$ cat src/rtl/jsuc_pkg.sv
// ----------------------------------------------------------------------------
// JSON string unescape package
// Payload types, decoder phases, status codes and the result group record
// shared by the JSON string decoder.
// ----------------------------------------------------------------------------
package jsuc_pkg;

   // Default number of result groups the output queue can hold.
   localparam int GRP_DEPTH_DEFAULT = 4;

   typedef struct packed {
      logic [7:0] in_byte;
      logic       end_of_document;
   } req_payload_type;

   typedef struct packed {
      logic [7:0] data_byte;
      logic       byte_valid;
      logic [3:0] status;
      logic       last;
   } rsp_payload_type;

   typedef enum logic [2:0] {
      PH_IDLE = 3'd0,
      PH_BODY = 3'd1,
      PH_ESC  = 3'd2,
      PH_HEX1 = 3'd3,
      PH_BSL  = 3'd4,
      PH_U    = 3'd5,
      PH_HEX2 = 3'd6,
      PH_RAW  = 3'd7
   } phase_type;

   typedef enum logic [3:0] {
      ST_BUSY    = 4'd0,
      ST_DONE    = 4'd1,
      ST_NOQUOTE = 4'd2,
      ST_CTRL    = 4'd3,
      ST_ESC     = 4'd4,
      ST_HEX     = 4'd5,
      ST_SURR    = 4'd6,
      ST_UTF8    = 4'd7,
      ST_EARLY   = 4'd8
   } status_type;

   // All result items caused by one request: either a single status item or
   // one to four data bytes (last_idx is the index of the final byte).
   typedef struct packed {
      logic            is_status;
      status_type      status;
      logic [1:0]      last_idx;
      logic [3:0][7:0] bytes;
   } grp_type;

endpackage

$ cat src/rtl/json_string_unescape_utf8_check.sv
// ----------------------------------------------------------------------------
// JSON string decoder with UTF-8 validation
// Skips leading white space, decodes one quoted JSON string (simple and \u
// escapes, surrogate pairs, validated raw UTF-8) and emits its UTF-8 bytes.
// ----------------------------------------------------------------------------
//
//  Channel  Direction  Payload            Per transfer
//  -------  ---------  -----------------  ----------------------------------
//  req_     in         req_payload_type   one document byte or end marker
//  rsp_     out        rsp_payload_type   one decoded byte or one status
//
// A request is decoded in the cycle in which it is accepted: the decoder state
// and the whole group of results it causes are written at that clock edge, so
// one request can be taken in every cycle while the result queue has room.
// When the queue is empty, the first result item of a request is offered in
// the cycle after it is accepted; results wait in a queue of GRP_DEPTH groups
// and leave one item per cycle while rsp_ready is high, n bytes as n items.
// req_ready is low only while that queue is full. A stall on rsp_ready
// therefore holds up the input only once GRP_DEPTH groups are pending; from
// then on every request waits, including one that would cause no result.
// Synchronous reset returns the decoder to idle and empties the queue; there
// is no clearing pass, so the first request can be taken just after reset.
//
module json_string_unescape_utf8_check #(
   parameter int GRP_DEPTH = jsuc_pkg::GRP_DEPTH_DEFAULT
) (
   input  logic                      clock,
   input  logic                      reset,
   input  logic                      req_valid,
   output logic                      req_ready,
   input  jsuc_pkg::req_payload_type req_payload,
   output logic                      rsp_valid,
   input  logic                      rsp_ready,
   output jsuc_pkg::rsp_payload_type rsp_payload
);
   import jsuc_pkg::*;

   localparam int PtrW = (GRP_DEPTH > 1) ? $clog2(GRP_DEPTH) : 1;
   localparam int CntW = $clog2(GRP_DEPTH + 1);

   // Turns a validated code point into its UTF-8 byte group.
   function automatic grp_type encode_cp(input logic [20:0] cp);
      grp_type enc;
      enc = '0;
      enc.is_status = 1'b0;
      enc.status    = ST_BUSY;
      priority if (cp <= 21'h00007F) begin
         enc.last_idx = 2'd0;
         enc.bytes[0] = cp[7:0];
      end else if (cp <= 21'h0007FF) begin
         enc.last_idx = 2'd1;
         enc.bytes[0] = {3'b110, cp[10:6]};
         enc.bytes[1] = {2'b10, cp[5:0]};
      end else if (cp <= 21'h00FFFF) begin
         enc.last_idx = 2'd2;
         enc.bytes[0] = {4'b1110, cp[15:12]};
         enc.bytes[1] = {2'b10, cp[11:6]};
         enc.bytes[2] = {2'b10, cp[5:0]};
      end else begin
         enc.last_idx = 2'd3;
         enc.bytes[0] = {5'b11110, cp[20:18]};
         enc.bytes[1] = {2'b10, cp[17:12]};
         enc.bytes[2] = {2'b10, cp[11:6]};
         enc.bytes[3] = {2'b10, cp[5:0]};
      end
      return enc;
   endfunction

   // ---------------------------------------------------------------------
   // Decoder state
   // ---------------------------------------------------------------------
   phase_type   phase_ff,  phase_in;
   logic [20:0] code_ff,   code_in;
   logic [1:0]  rem_ff,    rem_in;
   logic [1:0]  seqlen_ff, seqlen_in;
   logic [1:0]  hexcnt_ff, hexcnt_in;
   logic [9:0]  hisur_ff,  hisur_in;

   // Result group queue
   grp_type             grp_mem [GRP_DEPTH];
   logic [PtrW-1:0]     wr_ptr_ff, wr_ptr_in;
   logic [PtrW-1:0]     rd_ptr_ff, rd_ptr_in;
   logic [CntW-1:0]     grp_cnt_ff, grp_cnt_in;
   logic [1:0]          byte_idx_ff, byte_idx_in;

   logic        req_fire;
   logic        rsp_fire;
   logic        grp_push;
   logic        grp_pop;
   grp_type     grp_in;
   grp_type     grp_cur;

   logic [7:0]  c;
   logic        eod;
   logic        hex_ok;
   logic [3:0]  hex_nib;
   logic [15:0] acc16;
   logic [20:0] raw_acc;
   logic [1:0]  rem_dec;
   logic [20:0] raw_min;
   logic [20:0] pair_cp;
   logic        do_emit;
   logic [20:0] emit_cp;
   logic        do_finish;
   status_type  fin_status;

   assign req_ready = (grp_cnt_ff != CntW'(GRP_DEPTH));
   assign req_fire  = req_valid & req_ready;

   assign c   = req_payload.in_byte;
   assign eod = req_payload.end_of_document;

   // Hex digit of the current byte, and the running \u group and raw
   // sequence values it would build.
   always_comb begin
      hex_ok  = 1'b1;
      hex_nib = c[3:0];
      priority if (c >= 8'h30 && c <= 8'h39) begin
         hex_nib = c[3:0];
      end else if ((c >= 8'h61 && c <= 8'h66) || (c >= 8'h41 && c <= 8'h46)) begin
         hex_nib = c[3:0] + 4'd9;
      end else begin
         hex_ok = 1'b0;
      end
   end

   assign acc16   = {code_ff[11:0], hex_nib};
   assign raw_acc = {code_ff[14:0], c[5:0]};
   assign rem_dec = rem_ff - 2'd1;
   assign pair_cp = 21'h010000 + {1'b0, hisur_ff, acc16[9:0]};

   always_comb begin
      unique case (seqlen_ff)
         2'd1:    raw_min = 21'h000080;
         2'd2:    raw_min = 21'h000800;
         default: raw_min = 21'h010000;
      endcase
   end

   // Next decoder state and the result group of the current request.
   always_comb begin
      phase_in   = phase_ff;
      code_in    = code_ff;
      rem_in     = rem_ff;
      seqlen_in  = seqlen_ff;
      hexcnt_in  = hexcnt_ff;
      hisur_in   = hisur_ff;
      do_emit    = 1'b0;
      emit_cp    = {13'd0, c};
      do_finish  = 1'b0;
      fin_status = ST_BUSY;

      if (phase_ff == PH_IDLE) begin
         if (eod) begin
            do_finish  = 1'b1;
            fin_status = ST_NOQUOTE;
         end else if (c == 8'h20 || c == 8'h09 || c == 8'h0D || c == 8'h0A) begin
            phase_in = PH_IDLE;
         end else if (c == 8'h22) begin
            phase_in = PH_BODY;
         end else begin
            do_finish  = 1'b1;
            fin_status = ST_NOQUOTE;
         end
      end else if (eod) begin
         do_finish  = 1'b1;
         fin_status = ST_EARLY;
      end else begin
         unique case (phase_ff)
            PH_BODY: begin
               priority if (c == 8'h22) begin
                  do_finish  = 1'b1;
                  fin_status = ST_DONE;
               end else if (c < 8'h20) begin
                  do_finish  = 1'b1;
                  fin_status = ST_CTRL;
               end else if (c == 8'h5C) begin
                  phase_in = PH_ESC;
               end else if (c < 8'h80) begin
                  do_emit = 1'b1;
               end else if (c >= 8'hC2 && c <= 8'hDF) begin
                  seqlen_in = 2'd1;
                  rem_in    = 2'd1;
                  code_in   = {16'd0, c[4:0]};
                  phase_in  = PH_RAW;
               end else if (c >= 8'hE0 && c <= 8'hEF) begin
                  seqlen_in = 2'd2;
                  rem_in    = 2'd2;
                  code_in   = {17'd0, c[3:0]};
                  phase_in  = PH_RAW;
               end else if (c >= 8'hF0 && c <= 8'hF4) begin
                  seqlen_in = 2'd3;
                  rem_in    = 2'd3;
                  code_in   = {18'd0, c[2:0]};
                  phase_in  = PH_RAW;
               end else begin
                  do_finish  = 1'b1;
                  fin_status = ST_UTF8;
               end
            end

            PH_ESC: begin
               phase_in = PH_BODY;
               unique case (c)
                  8'h22, 8'h5C, 8'h2F: do_emit = 1'b1;
                  8'h62: begin do_emit = 1'b1; emit_cp = 21'h08; end
                  8'h66: begin do_emit = 1'b1; emit_cp = 21'h0C; end
                  8'h6E: begin do_emit = 1'b1; emit_cp = 21'h0A; end
                  8'h72: begin do_emit = 1'b1; emit_cp = 21'h0D; end
                  8'h74: begin do_emit = 1'b1; emit_cp = 21'h09; end
                  8'h75: begin
                     phase_in  = PH_HEX1;
                     code_in   = '0;
                     hexcnt_in = '0;
                  end
                  default: begin
                     do_finish  = 1'b1;
                     fin_status = ST_ESC;
                  end
               endcase
            end

            PH_HEX1, PH_HEX2: begin
               if (!hex_ok) begin
                  do_finish  = 1'b1;
                  fin_status = ST_HEX;
               end else if (hexcnt_ff != 2'd3) begin
                  code_in   = {5'd0, acc16};
                  hexcnt_in = hexcnt_ff + 2'd1;
               end else begin
                  // Fourth digit: the group is complete.
                  hexcnt_in = '0;
                  code_in   = '0;
                  if (phase_ff == PH_HEX1) begin
                     priority if (acc16 >= 16'hD800 && acc16 <= 16'hDBFF) begin
                        hisur_in = acc16[9:0];
                        phase_in = PH_BSL;
                     end else if (acc16 >= 16'hDC00 && acc16 <= 16'hDFFF) begin
                        do_finish  = 1'b1;
                        fin_status = ST_SURR;
                     end else begin
                        phase_in = PH_BODY;
                        do_emit  = 1'b1;
                        emit_cp  = {5'd0, acc16};
                     end
                  end else begin
                     if (acc16 < 16'hDC00 || acc16 > 16'hDFFF) begin
                        do_finish  = 1'b1;
                        fin_status = ST_SURR;
                     end else begin
                        hisur_in = '0;
                        phase_in = PH_BODY;
                        do_emit  = 1'b1;
                        emit_cp  = pair_cp;
                     end
                  end
               end
            end

            PH_BSL: begin
               if (c != 8'h5C) begin
                  do_finish  = 1'b1;
                  fin_status = ST_SURR;
               end else begin
                  phase_in = PH_U;
               end
            end

            PH_U: begin
               if (c != 8'h75) begin
                  do_finish  = 1'b1;
                  fin_status = ST_SURR;
               end else begin
                  phase_in  = PH_HEX2;
                  code_in   = '0;
                  hexcnt_in = '0;
               end
            end

            PH_RAW: begin
               if (c[7:6] != 2'b10) begin
                  do_finish  = 1'b1;
                  fin_status = ST_UTF8;
               end else if (rem_dec != 2'd0) begin
                  code_in = raw_acc;
                  rem_in  = rem_dec;
               end else if (raw_acc < raw_min || raw_acc > 21'h10FFFF ||
                            (raw_acc >= 21'h00D800 && raw_acc <= 21'h00DFFF)) begin
                  // Overlong, beyond the Unicode range, or a surrogate.
                  do_finish  = 1'b1;
                  fin_status = ST_UTF8;
               end else begin
                  rem_in    = '0;
                  code_in   = '0;
                  seqlen_in = '0;
                  phase_in  = PH_BODY;
                  do_emit   = 1'b1;
                  emit_cp   = raw_acc;
               end
            end

            default: begin
               phase_in = PH_IDLE;
            end
         endcase
      end

      // Any status item puts the whole decoder back to its idle state.
      if (do_finish) begin
         phase_in  = PH_IDLE;
         code_in   = '0;
         rem_in    = '0;
         seqlen_in = '0;
         hexcnt_in = '0;
         hisur_in  = '0;
      end
   end

   always_comb begin
      grp_in = encode_cp(emit_cp);
      if (do_finish) begin
         grp_in           = '0;
         grp_in.is_status = 1'b1;
         grp_in.status    = fin_status;
      end
   end

   assign grp_push = req_fire & (do_emit | do_finish);

   always_ff @(posedge clock) begin
      if (reset) begin
         phase_ff  <= PH_IDLE;
         code_ff   <= '0;
         rem_ff    <= '0;
         seqlen_ff <= '0;
         hexcnt_ff <= '0;
         hisur_ff  <= '0;
      end else if (req_fire) begin
         phase_ff  <= phase_in;
         code_ff   <= code_in;
         rem_ff    <= rem_in;
         seqlen_ff <= seqlen_in;
         hexcnt_ff <= hexcnt_in;
         hisur_ff  <= hisur_in;
      end
   end

   // ---------------------------------------------------------------------
   // Result group queue and output side
   // ---------------------------------------------------------------------
   always_ff @(posedge clock) begin
      if (grp_push) begin
         grp_mem[wr_ptr_ff] <= grp_in;
      end
   end

   assign grp_cur   = grp_mem[rd_ptr_ff];
   assign rsp_valid = (grp_cnt_ff != '0);
   assign rsp_fire  = rsp_valid & rsp_ready;

   always_comb begin
      rsp_payload = '0;
      if (grp_cur.is_status) begin
         rsp_payload.status = grp_cur.status;
         rsp_payload.last   = 1'b1;
      end else begin
         rsp_payload.data_byte  = grp_cur.bytes[byte_idx_ff];
         rsp_payload.byte_valid = 1'b1;
         rsp_payload.status     = ST_BUSY;
         rsp_payload.last       = (byte_idx_ff == grp_cur.last_idx);
      end
   end

   assign grp_pop = rsp_fire & rsp_payload.last;

   always_comb begin
      wr_ptr_in   = wr_ptr_ff;
      rd_ptr_in   = rd_ptr_ff;
      byte_idx_in = byte_idx_ff;
      grp_cnt_in  = grp_cnt_ff;
      if (grp_push) begin
         wr_ptr_in = (wr_ptr_ff == PtrW'(GRP_DEPTH - 1)) ? '0 : wr_ptr_ff + PtrW'(1);
      end
      if (grp_pop) begin
         rd_ptr_in   = (rd_ptr_ff == PtrW'(GRP_DEPTH - 1)) ? '0 : rd_ptr_ff + PtrW'(1);
         byte_idx_in = '0;
      end else if (rsp_fire) begin
         byte_idx_in = byte_idx_ff + 2'd1;
      end
      if (grp_push && !grp_pop) begin
         grp_cnt_in = grp_cnt_ff + CntW'(1);
      end else if (grp_pop && !grp_push) begin
         grp_cnt_in = grp_cnt_ff - CntW'(1);
      end
   end

   always_ff @(posedge clock) begin
      if (reset) begin
         wr_ptr_ff   <= '0;
         rd_ptr_ff   <= '0;
         byte_idx_ff <= '0;
         grp_cnt_ff  <= '0;
      end else begin
         wr_ptr_ff   <= wr_ptr_in;
         rd_ptr_ff   <= rd_ptr_in;
         byte_idx_ff <= byte_idx_in;
         grp_cnt_ff  <= grp_cnt_in;
      end
   end

   // ---------------------------------------------------------------------
   // Assertions
   // ---------------------------------------------------------------------
   a_cnt_bound: assert property (@(posedge clock) disable iff (reset)
      grp_cnt_ff <= CntW'(GRP_DEPTH))
      else $error("result queue holds more groups than it has room for");

   a_status_idles: assert property (@(posedge clock) disable iff (reset)
      (req_fire && do_finish) |=> (phase_ff == PH_IDLE && code_ff == '0 &&
                                   hisur_ff == '0 && hexcnt_ff == '0))
      else $error("decoder not idle after a status result");

   a_idx_in_group: assert property (@(posedge clock) disable iff (reset)
      rsp_valid |-> (byte_idx_ff <= grp_cur.last_idx || grp_cur.is_status))
      else $error("byte index runs past the end of its group");

   a_idx_clear_empty: assert property (@(posedge clock) disable iff (reset)
      !rsp_valid |-> (byte_idx_ff == '0 && rd_ptr_ff == wr_ptr_ff))
      else $error("empty queue with a stale read position");

   a_status_single: assert property (@(posedge clock) disable iff (reset)
      (rsp_valid && grp_cur.is_status) |-> (byte_idx_ff == '0))
      else $error("status group entered part way through");

endmodule
$ cat config.mk
export PLATFORM = sky130hd
export DESIGN_NAME = json_string_unescape_utf8_check
export DESIGN_NICKNAME = d
export VERILOG_FILES = /design/src/rtl/jsuc_pkg.sv /design/src/rtl/json_string_unescape_utf8_check.sv
export SDC_FILE = /design/constraint.sdc
export NUM_CORES = 1
export LEC_CHECK = 0
export ABC_CLOCK_PERIOD_IN_PS = 4800
export BUFFER_PORTS_ARGS = -buffer_cell sky130_fd_sc_hd__buf_4
export CORE_MARGIN = 3
export CORE_UTILIZATION = 59
export CTS_BUF_LIST = sky130_fd_sc_hd__clkbuf_4 sky130_fd_sc_hd__clkbuf_8
export CTS_CLUSTER_DIAMETER = 150
export DETAILED_ROUTE_END_ITERATION = 6
export PLACE_DENSITY_LB_ADDON = 0.05
export SLEW_MARGIN = 20
export SYNTH_ARGS = -nofsm -noshare
export SYNTH_HDL_FRONTEND = slang
export SYNTH_SLANG_ARGS = --single-unit
export TNS_END_PERCENT = 20
$ cat constraint.sdc
create_clock -name clock -period 4.8 [get_ports clock]
set_input_delay 0.72 -clock clock [delete_from_list [all_inputs] [get_ports clock]]
set_output_delay 0.72 -clock clock [all_outputs]
set_load 0.02 [all_outputs]
### Yosys cells after proc, flatten, opt, wreduce, memory -nomap -nowiden

Memories as Yosys holds them, arrays and structs flattened. A register that Yosys moved wholly into a read port is not among the register bits.
Cells that the tools add are included.

* add/sub/neg operators: 9
* $lt $le $gt $ge: 28
* eq/ne operators: 61
* muxes and demuxes: 188
* bitwise gates (word level): 5
* reductions and logical operators: 39

Operators by type and width (count)
* two-way mux 15 bit: 17
* two-way mux 21 bit: 9
* two-way mux 3 bit: 42
* two-way mux 10 bit: 9
* one-hot mux 15 bit (5 select lines): 1
* two-way mux 2 bit: 35
* two-way mux 16 bit: 4
* one-hot mux 21 bit (3 select lines): 1
* == test 8 x 7 -> 1 bit, second input constant: 7
* two-way mux 1 bit: 45
* less-or-equal comparator 21 x 16 -> 1 bit, second input constant: 2
* inequality test 4 bit, second input constant: 10
* one-hot mux 8 bit (5 select lines): 1
* two-way mux 39 bit: 1
* inequality test 3 bit, second input constant: 12
* one-hot mux 17 bit (2 select lines): 1
* greater-or-equal comparator 16 bit, second input constant: 2
* less-or-equal comparator 16 bit, second input constant: 2
* two-way mux 4 bit: 7
* == test 8 x 4 -> 1 bit, second input constant: 3
* == test 8 x 6 -> 1 bit, second input constant: 3
* greater-or-equal comparator 8 bit, second input constant: 3
* less-or-equal comparator 8 bit, second input constant: 3
* two-way mux 24 bit: 1
* other kinds (64): 109

* register bits after elaboration: 43
* RAM bits: 156
* bits of input ports: 13
* output and inout bits: 16
* logic and storage cells: 341
* memories kept: 1

Memory list
* grp_mem: depth 4, bits a word 39, rd ports 1, clocked after Yosys merged registers in 1, wr ports 1, line json_string_unescape_utf8_check.sv:80 `grp_type grp_mem [GRP_DEPTH];`

### Logic depth before layout (Yosys ltp)

Gate-level depths: netlist of run 1.

* depth after elaboration: 21
* gate-level depth with buffers: 18
* gate-level depth less buffers: 17

### Least setup slack after synthesis of run 1

Ideal clock, no wire load.

* path type: input-to-reg
* start: input req_payload[1] (netlist bit)
* end: memory grp_mem[3][0] (netlist bit) (enable)
* setup time: 0.395 ns
* arrival time: 4.127 ns
* path slack: 0.277 ns
* cell stages on the path: 11
* buffers on the path: 1
* cells stage by stage: clkbuf_1 inv_1 ha_1 nor2b_1 o211ai_1 nand3_1 a311o_1 o311ai_1 nor2_1 a31oi_1 and2_1

* word-level cells in the longest chain between the ends: 19
* elaborated cells on any way between the ends: 108

RTL lines
* from (decl): line json_string_unescape_utf8_check.sv:31 `input jsuc_pkg::req_payload_type req_payload,`
* greater-or-equal comparator 8 x 7 -> 1 bit / less-or-equal comparator 8 x 7 -> 1 bit (equally long branches): line json_string_unescape_utf8_check.sv:120 `end else if ((c >= 8'h61 && c <= 8'h66) || (c >= 8'h41 && c <= 8'h46)) begin`
* logical AND 1 bit: line json_string_unescape_utf8_check.sv:120
* logical OR 1 bit: line json_string_unescape_utf8_check.sv:120
* two-way mux 4 bit: line json_string_unescape_utf8_check.sv:120
* two-way mux 4 bit: line json_string_unescape_utf8_check.sv:118 `priority if (c >= 8'h30 && c <= 8'h39) begin`
* greater-or-equal comparator 16 bit / less-or-equal comparator 16 bit (equally long branches): line json_string_unescape_utf8_check.sv:238 `end else if (acc16 >= 16'hDC00 && acc16 <= 16'hDFFF) begin`
* logical AND 1 bit: line json_string_unescape_utf8_check.sv:238
* two-way mux 1 bit: line json_string_unescape_utf8_check.sv:238
* [... 4 more ...]
* one-hot mux 1 bit (6 select lines) / one-hot mux 1 bit (4 select lines) (equally long branches): line json_string_unescape_utf8_check.sv:169 `unique case (phase_ff)`
* two-way mux 1 bit: line json_string_unescape_utf8_check.sv:165 `end else if (eod) begin`
* two-way mux 1 bit: line json_string_unescape_utf8_check.sv:153 `if (phase_ff == PH_IDLE) begin`
* bitwise OR 1 bit *: line json_string_unescape_utf8_check.sv:328 `assign grp_push = req_fire & (do_emit | do_finish);`
* AND 1 bit *: line json_string_unescape_utf8_check.sv:328
* named net grp_push: line json_string_unescape_utf8_check.sv:88 `logic grp_push;`
* two-way mux 1 bit *: line json_string_unescape_utf8_check.sv:352 `if (grp_push) begin`
* two-way mux 1 bit (implied by the code) *: line json_string_unescape_utf8_check.sv:353 `grp_mem[wr_ptr_ff] <= grp_in;`
* to (decl): line json_string_unescape_utf8_check.sv:80

The timed path passes the listed nets; every way through them passes the cells marked *.

### Worst setup path after layout of run 1

* start: register code_ff[6]
* end: register grp_cnt_ff[2]

* word-level cells in the longest chain between the ends: 15
* elaborated cells on any way between the ends: 47

RTL lines
* from (decl): line json_string_unescape_utf8_check.sv:73 `logic [20:0] code_ff, code_in;`
* from (signal assigned): line json_string_unescape_utf8_check.sv:340 `code_ff <= code_in;`
* greater-or-equal comparator 16 bit / less-or-equal comparator 16 bit (equally long branches): line json_string_unescape_utf8_check.sv:238
* logical AND 1 bit: line json_string_unescape_utf8_check.sv:238
* two-way mux 1 bit: line json_string_unescape_utf8_check.sv:238
* two-way mux 1 bit: line json_string_unescape_utf8_check.sv:235 `priority if (acc16 >= 16'hD800 && acc16 <= 16'hDBFF) begin`
* two-way mux 1 bit: line json_string_unescape_utf8_check.sv:234 `if (phase_ff == PH_HEX1) begin`
* two-way mux 1 bit: line json_string_unescape_utf8_check.sv:227 `end else if (hexcnt_ff != 2'd3) begin`
* two-way mux 1 bit: line json_string_unescape_utf8_check.sv:224 `if (!hex_ok) begin`
* one-hot mux 1 bit (6 select lines) / one-hot mux 1 bit (4 select lines) (equally long branches): line json_string_unescape_utf8_check.sv:169
* two-way mux 1 bit: line json_string_unescape_utf8_check.sv:165
* two-way mux 1 bit: line json_string_unescape_utf8_check.sv:153
* bitwise OR 1 bit *: line json_string_unescape_utf8_check.sv:328
* AND 1 bit *: line json_string_unescape_utf8_check.sv:328
* named net grp_push: line json_string_unescape_utf8_check.sv:88
* zero test 1 bit: line json_string_unescape_utf8_check.sv:392 `end else if (grp_pop && !grp_push) begin`
* logical AND 1 bit: line json_string_unescape_utf8_check.sv:392
* nonzero test 2 bit (no line)
* to (signal assigned): line json_string_unescape_utf8_check.sv:407 `grp_cnt_ff <= grp_cnt_in;`
* to (decl): line json_string_unescape_utf8_check.sv:83 `logic [CntW-1:0] grp_cnt_ff, grp_cnt_in;`

Marks and branches as above.
A chain may end at the register's enable or synchronous reset.

==> results of run 1 <==
[metrics by stage]
stage | setup WS (ns) | cells
after detailed placement | 0.3715 | 1120
after floorplan | 0.2772 | 906
after global placement | 0.4160 | 1120
after global routing | 0.2530 | 1152
after CTS | 0.5774 | 1152
final | 0.5405 | 1152
[state kept, by name, indices dropped and copies added (netlist names), named ones only]
| name | cells |
|---|---|
| byte_idx_ff | 2 |
| seqlen_ff | 2 |
| hexcnt_ff | 2 |
| rem_ff | 2 |
| wr_ptr_ff | 2 |
| rd_ptr_ff | 2 |
| grp_cnt_ff | 3 |
| grp_mem | 140 |
| phase_ff | 3 |
| code_ff | 15 |
| hisur_ff | 10 |
[worst max-delay path: cells and delay by family, from the launching register on]
family / cells / cell delay (ns)
simple gates: 4 / 1.31
buf+inv: 1 / 0.07
fa+ha+maj: 2 / 0.63
compound gates: 5 / 1.49
flops: 1 / 0.51
xor+xnor: 1 / 0.17
[logic make-up after synthesis]
kind of cell             after synthesis
adder cells (fa/ha/maj)               19
AND/OR/NAND/NOR                      315
XOR/XNOR                              12
multiplexers                          51
AO/OA/AOI/OAI                        234
flip-flops                           185
buffers and inverters                 90
[power by group]
group	internal (mW)	leakage (nW)	total, mW	switching (mW)
clock	0.454	0.209	1.09	0.639
combinational	0.416	1.78	0.843	0.427
sequential	1.86	1.68	1.96	0.0954
[final timing paths]
check / startpoint / endpoint / slack, ns / cells after the start
worst min register to register: hexcnt_ff[1] / hexcnt_ff[1] / 0.47 / 2
worst max register to register: code_ff[6] / grp_cnt_ff[2] / 0.54 / 13
worst min-delay path: hexcnt_ff[1] / hexcnt_ff[1] / 0.47 / 2
worst max-delay path: code_ff[6] / grp_cnt_ff[2] / 0.54 / 13
[per-layer routing]
metal | GRT usage [%] | vias to the layer above | part of all wire, %
met1 | 41.30 | 3916 | 39
met3 | 7.463 | 96 | 8.9
met2 | 49.89 | 426 | 48
met5 | 0 | - | 0
li1 | - | 3557 | -
met4 | 12.92 | 0 | 4.3
[placed cells by master (no fill, tap or decap), types with 7 or more instances in the layout]
cell type  synthesis  layout
nor4_1            10      10
buf_4              1      55
nand3_1           42      42
nand2b_1           7       7
nor3_1            26      26
o211ai_1          14      14
nand2_1           78      78
a21oi_1           79      79
nand4_1           11      11
and3_1             8       8
o21ai_0           22      22
nor2b_1           11      11
and2_1            26      26
a22o_1            12      12
dfxtp_1           45      44
mux4_2            42      42
o31ai_1            9       9
a31oi_1            7       7
or3_1              9       9
inv_1             25      25
edfxtp_1         140     140
clkbuf_8           0      17
nor2_1            54      54
ha_1              18      18
a211oi_1           9       9
[final cells by class]
type                    instances  share of cell area, %
clock buffers                  17                  2.116
inverters                      25                 0.8488
multi-input cells             631                  42.16
repair buffers                 59                  4.459
clock inverters                15                  1.743
flip-flops and latches        185                  46.19
well taps                     220                  2.490
==> metrics.md, run 1 <==
| Metric | Value |
|---|---|
| Status | `completed` |
| Largest net degree at the start of global routing | `48` |
| Vias in the first global route | `7663` |
| Layout cells sized above 1 | `17.60%` |
| Critical path's largest stage delay | `0.76 ns` |
| Multiplexer share of the synthesized area | `10.31%` |
| Hold-fix buffers at CTS | `0` |
| Grt total ovfl | `0` |
| Crit-path cells | `nor4_1, nand4_1, o211a_1, a21oi_1, a2111o_1, nor2_1, a31oi_1, ha_1, inv_1, fa_1, xor2_1, or3_1, a21oi_1` |
| Max VDD drop | `0.2061 mV` |
| Multi-input combinational cell area | `4661 sq um` |
| Seq/Total Area, Yosys | `50.48%` |
| RePlAce Congestion | `1.009` |
| Hold Path Class | `reg -> reg` |
| Vias per inst | `6.940` |
| Synth top area share | `41.57%` |
| Max Transition Viols Final | `0` |
| Max Cap Violations | `0` |
| Die W | `136.9 microns` |
| Ports | `29` |
| Vert. Die Dim | `136.9 microns` |
| Initial antenna violation count | `0` |
| Critical path class | `reg -> reg` |
| Clock Pin Slew Worst Setup and Hold Paths | `0.11 ns` |
| Simple-gate area share of the yosys netlist | `16.16%` |
| CP endpoint kind | `register` |
| DRT antenna net count | `0` |
| DP HPWL | `20340 microns` |
| Diodes inserted | `0` |
| Worst Path Arrival | `4.68 ns` |
| Post-synth top cells | `edfxtp_1 (140), a21oi_1 (79), nand2_1 (78), nor2_1 (54), clkbuf_1 (51)` |
| Final min period | `4.260 ns` |
| Most frequent CP cell | `a21oi_1` |
| Setup TNS | `0 ns` |
| Synth-to-Final Area Change | `9.316%` |
| CTS resizes | `0` |
| Nets | `951` |
| Fin util | `66.20%` |
| Cell area after synthesis | `10110 sq um` |
| Register area | `5106 sq um` |
| Filler cells | `1226` |
| Top cells by area, synth | `edfxtp_1 (42%), mux4_2 (9.4%), dfxtp_1 (8.9%), a21oi_1 (3.9%), nand2_1 (2.9%)` |
| Syn nets | `938` |
| Post-Syn Instances | `906` |
| DIE AREA | `18750 sq um` |
| Total Power | `3.896 mW` |
| Endpoints failing setup | `0` |
| Crit Path Max Fanout | `13` |
| Final number of hold-violating endpoints | `0` |
| Yosys top cell by area | `edfxtp_1` |
| Final hold slack | `0.4687 ns` |
| Main combinational cell family by area after synthesis | `simple AND/OR/NAND/NOR gates` |
| Port bufs | `28` |
| Power per cell area | `352.4 nW/um^2` |
| Remaining DRCs | `0` |
| GRT Util Overall | `31.26%` |
| Htree depth | `4` |
| Syn Area/Cell | `11.16 sq um` |
| CTS tree | `done` |
| Clk Latency, worst-skew pair | `0.48 ns` |
| F_max | `234.8 MHz` |
| Post-synth EDFFs | `140` |
| Relative slew slack | `26.66%` |
| Post-Place Cell Area | `10630 sq um` |
| Crit-path slowest cell | `nor4_1` |
| CP startpoint kind | `register` |
| # rows | `47` |
| Routed WL | `28340 microns` |
| Yosys synthesis warning count | `0` |
| Postcts setup bufs | `0` |
| First-pass GRT wire length | `44160 microns` |
| Final worst-path cycle share | `88.74%` |
| Clk_skew | `0.01824 ns` |
| Post-synth ARST share | `0%` |
| Initial detailed-routing violation count | `1110` |
| Sink Count | `185` |
| Worst slew pin tran | `1.096 ns` |
| Count leader, synth | `edfxtp_1` |
| Pre-Repair DR Iteration Count | `7` |
| Synthesized flop and latch total | `185` |
| Final standard cell area without fillers | `11060 sq um` |
| Static Leak | `3.668 nW` |
| Adder-Cell Fraction of Synth Area | `2.425%` |
| Routed len/inst | `24.60 microns` |
| Initial core utilization | `60.56%` |
| Clk buf depth | `2` |
| XOR/XNOR share of the synthesized area | `1.039%` |
| RSZ-0062 raised after global routing | `no` |
| CP required | `5.22 ns` |
| Clock Root Buffer | `clkbuf_8` |
| CTS Buf Count | `17` |
| Most used DFF post-synth | `edfxtp_1` |
| Compound-Gate Fraction of Synth Area | `16.08%` |
| Routed vias | `7995` |
| Core ar. | `16700 sq um` |
| Synth cell types | `81` |
Note: power is estimated with default switching activity, not from simulation.
==> run 2, diff against run 1 <==
Settings changed: CORE_MARGIN 3 to 8.
==> metrics.md, run 2 (synthesized netlist as in run 1, its figures left out) <==
| Metric | Value |
|---|---|
| Final min period | `4.027 ns` |
| DIE AREA | `21590 sq um` |
| Crit path from | `req_payload[1]` |
| Met3 Usage GRT | `4.829%` |
| Max Transition Viols Final | `0` |
| Hold-fix buffers at CTS | `0` |
| Remaining DRCs | `0` |
| Final worst-path cycle share | `83.90%` |
| CP endpoint kind | `register` |
| Endpoints failing setup | `0` |
| Status | `completed` |
| Grt peak-use layer | `met2` |
| Initial antenna violation count | `0` |
| Postcts setup bufs | `0` |
| Fin cells | `1156` |
| Setup slack after layout | `0.7729 ns` |
| Worst Path Arrival | `4.44 ns` |
| Grt total ovfl | `0` |
| RePlAce Congestion | `1.003` |
| Met2 GRT Util | `44.19%` |
| CTS tree | `done` |
| Place WS | `0.3294 ns` |
| Worst slew pin tran | `0.9453 ns` |
| Hold Path Class | `reg -> reg` |
| DRT antenna net count | `0` |
| Htree depth | `4` |
| CTS resizes | `0` |
| Commonest non-fill, non-tap cell in the layout | `edfxtp_1` |
| Die W | `146.9 microns` |
| Final standard cell area without fillers | `11070 sq um` |
| Critical path class | `in -> reg` |
| CP required | `5.22 ns` |
| Critical path destination | `grp_cnt_ff[2]` |
| Vias in the first global route | `7748` |
| Power per cell area | `351.2 nW/um^2` |
| Setup TNS | `0 ns` |
| Core ar. | `17060 sq um` |
| Static Leak | `3.672 nW` |
| Routed WL | `28620 microns` |
| F_max | `248.3 MHz` |
| Final number of hold-violating endpoints | `0` |
| Clk_skew | `0.02516 ns` |
| Pre-Repair DR Iteration Count | `6` |
| Max Cap Violations | `0` |
| Layout cells sized above 1 | `17.51%` |
| Clock Pin Slew Worst Setup and Hold Paths | `0.11 ns` |
| Relative slew slack | `35.35%` |
| DP HPWL | `20870 microns` |
| R2R Path End | `grp_cnt_ff[2]` |
| Largest net degree at the start of global routing | `48` |
| Register with the most flip-flops | `grp_mem` |
| Nets | `950` |
| CTS Buf Count | `17` |
| Synth-to-Final Area Change | `9.428%` |
| Vert. Die Dim | `146.9 microns` |
| Clk buf depth | `2` |
| Most frequent cells in the layout | `edfxtp_1 (140), a21oi_1 (79), nand2_1 (78)` |
| Diodes inserted | `0` |
| Vias per inst | `6.857` |
| CP startpoint kind | `input pin` |
| GRT Util Overall | `26.70%` |
| Routed vias | `7927` |
| Clk Latency, worst-skew pair | `0.48 ns` |
| R2r setup slk | `0.99 ns` |
| Ports | `29` |
| First-pass GRT wire length | `44660 microns` |
| Max VDD drop | `0.2585 mV` |
| Routed len/inst | `24.76 microns` |
| Initial detailed-routing violation count | `923` |
| Top flop regs | `grp_mem (140), code_ff (15), hisur_ff (10)` |
| Clock Root Buffer | `clkbuf_8` |
| Worst R2R Start | `code_ff[10]` |
| Initial core utilization | `59.29%` |
| Max FFs per register | `140` |
| Port bufs | `28` |
| Dpl cells | `1124` |
| Met1 Track Usage GR | `33.87%` |
| RSZ-0062 raised after global routing | `no` |
| Post-Place Cell Area | `10630 sq um` |
| Sink Count | `185` |
| Crit Path Max Fanout | `11` |
| # rows | `48` |
| R2r worst-path depth | `13` |
run 2: cell types whose count changed in the layout (fill, tap and decap cells not counted), sizes merged:
cell | before | now
inv | 35 | 34
bufinv | 1 | 0
clkinvlp | 2 | 0
clkinv | 2 | 6
buf | 59 | 58
run 2: critical path, stage by stage:
cell and delay (ns):
buf_4 0.15, inv_1 0.14, ha_1 0.30, nor2b_1 0.19, o211ai_1 0.28, nand3_1 0.26, a311o_1 0.42, o311ai_2 0.32
nor2_1 0.11, a31oi_1 0.25, ha_1 0.24, inv_1 0.06, fa_1 0.37, xor2_1 0.17, or3_1 0.30, a21oi_1 0.15
run 2: how the worst min path moves through the flow:
stage	start	end	slack (ns)	cells after the start
final	rem_ff[1]	rem_ff[1]	0.46	2
after global placement	rem_ff[1]	rem_ff[1]	0.45	2
after floorplan	rem_ff[1]	rem_ff[1]	0.43	2
after global routing	rem_ff[1]	rem_ff[1]	0.50	2
after detailed placement	rem_ff[1]	rem_ff[1]	0.45	2
after CTS	rem_ff[1]	rem_ff[1]	0.46	2
run 2: stage by stage:
step | utilization, % | total power, mW | hold slack, ns
final | 64.88 | 3.886 | 0.4644
after global routing | 64.88 | 4.030 | 0.5030
after CTS | 64.88 | 3.913 | 0.4648
after detailed placement | 62.31 | 2.838 | 0.4489
after global placement | 62.31 | 2.807 | 0.4454
after floorplan | - | 2.577 | 0.4319
run 2: routing by layer:
metal | vias up | share of wire, %
met5 | - | 0
met4 | 0 | 3.9
met3 | 84 | 7.1
met2 | 393 | 48
met1 | 3892 | 41
li1 | 3558 | -
run 2: where the power goes:
part           leakage (nW)  total, mW  switching, mW  internal (mW)
clock network         0.218       1.09          0.673          0.419
logic                  1.77      0.831          0.416          0.415
registers              1.68       1.96         0.0979           1.86
total                  3.67       3.89           1.19           2.70
run 2: final cells by class:
cell class              count  area, sq um
flip-flops and latches    185         5106
clock inverters            15        205.2
well taps                 225        281.5
clock buffers              17        234.0
inverters                  25        93.84
multi-input cells         631         4661
repair buffers             58        485.5
fillers                  1275         5989
